===== src/hw/rtl/fds_pkg.sv =====
// Shared widths, codes and interface structs for the FDSelect lookup block.
package fds_pkg;

    localparam int POS_W   = 17;
    localparam int GLYPH_W = 16;
    localparam int DICT_W  = 8;
    localparam int ADDR_W  = 12;
    localparam int FMT_W   = 8;
    localparam int SIZE_W  = 13;

    // Item kinds carried in tuser.
    localparam logic OP_WRITE  = 1'b0;
    localparam logic OP_LOOKUP = 1'b1;

    // Configuration register indexes.
    localparam logic REG_FORMAT = 1'b0;
    localparam logic REG_SIZE   = 1'b1;

    // Table formats with a defined meaning.
    localparam logic [FMT_W-1:0] FMT_ARRAY  = 8'd0;
    localparam logic [FMT_W-1:0] FMT_RANGES = 8'd3;

    // Byte read request to the table store.
    typedef struct packed {
        logic             en;
        logic [POS_W-1:0] pos;
    } fds_rd_req_t;

    // Result of the shared subtractor: a - b and its borrow (a < b).
    typedef struct packed {
        logic             borrow;
        logic [POS_W-1:0] diff;
    } fds_alu_res_t;

    // Control from the top level to the lookup sequencer.
    typedef struct packed {
        logic start;
        logic cache_clear;
        logic res_take;
    } fds_wctl_t;

    // Status from the lookup sequencer to the top level.
    typedef struct packed {
        logic              busy;
        logic              res_valid;
        logic [DICT_W-1:0] res_dict;
    } fds_wstat_t;

endpackage


===== src/hw/rtl/fds_alu.sv =====
// Shared subtract and compare unit used by the lookup sequencer.
module fds_alu
    import fds_pkg::*;
(
    input  logic [POS_W-1:0] a,
    input  logic [POS_W-1:0] b,
    output fds_alu_res_t     res
);

    assign res = {1'b0, a} - {1'b0, b};

endmodule


===== config.mk =====
export PLATFORM = sky130hd
export DESIGN_NAME = fds_alu
export DESIGN_NICKNAME = d
export VERILOG_FILES = /design/src/hw/rtl/fds_pkg.sv /design/src/hw/rtl/fds_alu.sv
export SDC_FILE = /design/constraint.sdc
export NUM_CORES = 1
export LEC_CHECK = 0
export ABC_AREA = 1
export BUFFER_PORTS_ARGS = -buffer_cell sky130_fd_sc_hd__buf_2
export CORE_UTILIZATION = 51
export DETAILED_ROUTE_END_ITERATION = 16
export GPL_ROUTABILITY_DRIVEN = 1
export PLACE_DENSITY = 0.87
export SYNTH_ARGS = -nofsm -noshare
export SYNTH_HDL_FRONTEND = slang
export SYNTH_SLANG_ARGS = --single-unit

===== constraint.sdc =====
create_clock -name vclk -period 1.9
set_input_delay 0.19 -clock vclk [all_inputs]
set_output_delay 0.19 -clock vclk [all_outputs]
set_load 0.05 [all_outputs]

======== Word-level counts from Yosys, hierarchy flattened ========
Cells that the tools add are included.
storage, ports and cells
  flip-flop bits (word level) ............. 0
  logic and storage cells ................. 1
operators by class
  add/sub/neg operators ................... 1
operators with widths
  operator        count
  $sub 17x17->18  1

======== Longest topological paths before layout ========
  word-level depth ........................ 1
  gate-level depth with buffers ........... 12

======== Least setup slack after synthesis ========
Ideal clock, no wire load.
  path kind ............................... input -> output
  from .................................... in a[0]
  to ...................................... out res[8] (netlist name)
  cell stages on the path ................. 9
  path slack .............................. -0.170 ns
  arrival time ............................ 1.880 ns
  cells stage by stage .................... inv_1 ha_1 inv_1 fa_1 nand2_1 nand2_1 nand3_1 nand2_2 xor2_1
RTL lines
  what                RTL line      text
  start: declaration  fds_alu.sv:5  input logic [POS_W-1:0] a,
  end: declaration    fds_alu.sv:7  output fds_alu_res_t res

==> impl_metrics.yaml <==
die:
  fp.coreArea_um2: 2040
  die_width_um: 49.5
  initial_cell_density_of_the_core_pct: 56.3
  dieArea_um2: 2450
  die_h_um: 49.5
  fp-row-count: 16
  ios: 52
setup_path:
  crit_path_start: "a[0]"
  crit_chain: "buf_6 -> inv_4 -> ha_4 -> inv_4 -> fa_2 -> nand2_2 -> nand2_2 -> nand3b_1 -> nand2_2 -> nand2_2 -> nand2_2 -> nand2_1 -> nand2_1 -> buf_6"
  critical_path_peak_fanout: 3
  path_class: "in -> out"
  critPathSlowestCell: "fa_2"
  cp_common_cell: "nand2_2"
  worstPathArrival_ns: 1.65
  critical_path_rt_ns: 1.71
  critPathCaptureType: "primary output"
  critical_path.max_stage_delay_ns: 0.39
  start_kind: "input pin"
placement:
  dp_cells: 313
  globalplace.congestion: 0.815
  count_of_port_buffers_added_during_placement: 52
  placed_wire_length_estimate_after_detailed_placement_um: 2370
  detailed_place.area_um2: 1480
  place_worst_setup_slack_ns: -0.103
timing:
  fmax_mhz: 543
  min_period_ns: 1.84
  setup_viol: 0
  timing.final.hold_violations: 0
  grt_setup_unrepaired: "true"
  final.period_utilization_pct: 97.0
  report.final.slew_viol_count: 0
  final.setup.worst_slack_ns: 0.0574
  tightestPinTransition_ns: 0.348
  max_slew_margin_pct: 76.6
power:
  vdd_ir_drop_max_mv: 0.427
  power.static_leakage_uw: 0.00109
  pwr_dens_nw_per_um2: 484
hold_path:
  hold_end: "res[0]"
  min-delay-start: "b[0]"
  min_path_type: "in -> out"
  timing.hold.worst_path_depth: 4
final_layout:
  layout_common_cells: "84 x nand2_1, 59 x inv_1, 45 x buf_2"
  leading_cell_type_in_the_layout_fill_and_taps_excluded: "nand2_1"
  final-seq-area_um2: 0
  fraction_of_layout_cells_with_a_size_suffix_above_1_pct: 30.0
  post-route-cell-area_um2: 1580
  final-instance-count-excl-fill: 314
  area_growth_syn_to_layout_pct: 37.0
  final.fill_count: 206
  clk_buf: 0
  seq_cell_count: 0
  fin_nets: 341
  antenna_cells: 0
  final_core_utilization_pct: 77.1
detailed_routing:
  remaining_antenna_violation_count: 0
  detailed_route_vias_per_instance: 4.68
  drt-initial-drc-count: 27
  routed-via-count: 1468
  drt-pass1-iter-count: 4
  postRouteWirelength_um: 2800
  route.detailed.wl_per_inst_um: 8.91
  remaining_drc_errors: 0
yosys:
  cell_area_after_technology_mapping_um2: 1150
  distinct_cells_synth: 19
  syn_area_per_cell_um2: 4.96
  synthesis.instances: 232
  seq_area_frac_synth_pct: 0
  top_cells_by_area_in_the_synthesized_netlist: "nand2_1 30%, inv_1 20%, ha_1 18%"
  synth.largest_area_cell: "nand2_1"
  synth.net_count: 284
  synth-warning-count: 0
  yosysTopAreaCellShare_pct: 30.4
grt:
  grt.total_usage_pct: 22.4
  grt_max_degree: 6
  grt_first_pass_wirelength_um: 4600
  grt_overflow_total: 0
  first_global_vias: 1231
  grt_antenna_before_repair: 0
job:
  max_cap_viol_count: 0
status:
  status: "complete, no violations"
## where the power goes
part           switching (uW)  internal, uW  leakage (uW)
sequential                  0             0             0
clock                       0             0             0
combinational             525           238       0.00109
total                     525           238       0.00109
## synth_stat cells
master and n:
ha_1 17, o21ai_0 1, nand2_1 93, a21oi_1 10
inv_2 4, nor2_1 10, or2_1 2, inv_1 61
nand3_2 1, nor3_1 3, nor3_2 2, nand3b_1 1
nor4_1 1, xnor2_1 2, nand3_1 11, nand4_1 1
xor2_1 5, nand2_2 6, fa_1 1
## how the worst max path moves through the flow
stage               endpoint  slack, ns  cells after the start
CTS                  res[16]      0.002                     13
global route         res[14]      -0.04                     14
finish               res[14]       0.06                     14
global placement     res[14]      -0.05                     13
detailed placement   res[14]      -0.10                     13
floorplan             res[4]      -0.01                      8
## through the flow
stage	TNS [ns]	total power [uW]	hold WS (ns)
final	0	763	0.824
after global routing	-0.0466	831	0.842
after CTS	0	732	0.792
after detailed placement	-0.327	710	0.792
after global placement	-0.133	702	0.789
after floorplan	-0.0129	557	0.661
## critical path, delay by kind of cell
| family | cells | cell delay (ns) |
|---|---|---|
| buffers and inverters | 4 | 0.33 |
| AND/OR/NAND/NOR | 8 | 0.63 |
| adder cells (fa/ha/maj) | 2 | 0.51 |
## cell type report
type | instances | area, um^2 | area share [%]
multi-input cells | 167 | 970 | 61.6
inverters | 65 | 249 | 15.8
repair buffers | 55 | 323 | 20.5
well taps | 27 | 33.8 | 2.14
## repair_timing
action | in CTS | in global routing
hold buffers | 0 | 0
setup endpoints to repair | 5 | 8
setup buffers | 0 | 1
gates resized for setup | 8 | 22
pin swaps | 0 | 9
## per-layer routing
layer | GRT usage (%) | share of wire [%] | wire [um] | vias to the layer above
li1 | - | - | - | 795
met1 | 29.1 | 45 | 1260 | 637
met2 | 42.0 | 50 | 1410 | 34
met3 | 0.309 | 4.0 | 112 | 2
met4 | 2.86 | 0.50 | 14 | 0
met5 | 0 | 0 | 0 | -
## cells by family after synthesis
kind of cell | synth area share (%)
compound gates | 4.79
xor+xnor | 5.33
fa+ha+maj | 20.2
buf+inv | 21.2
simple gates | 48.4
(Power assumes the default switching activity.)
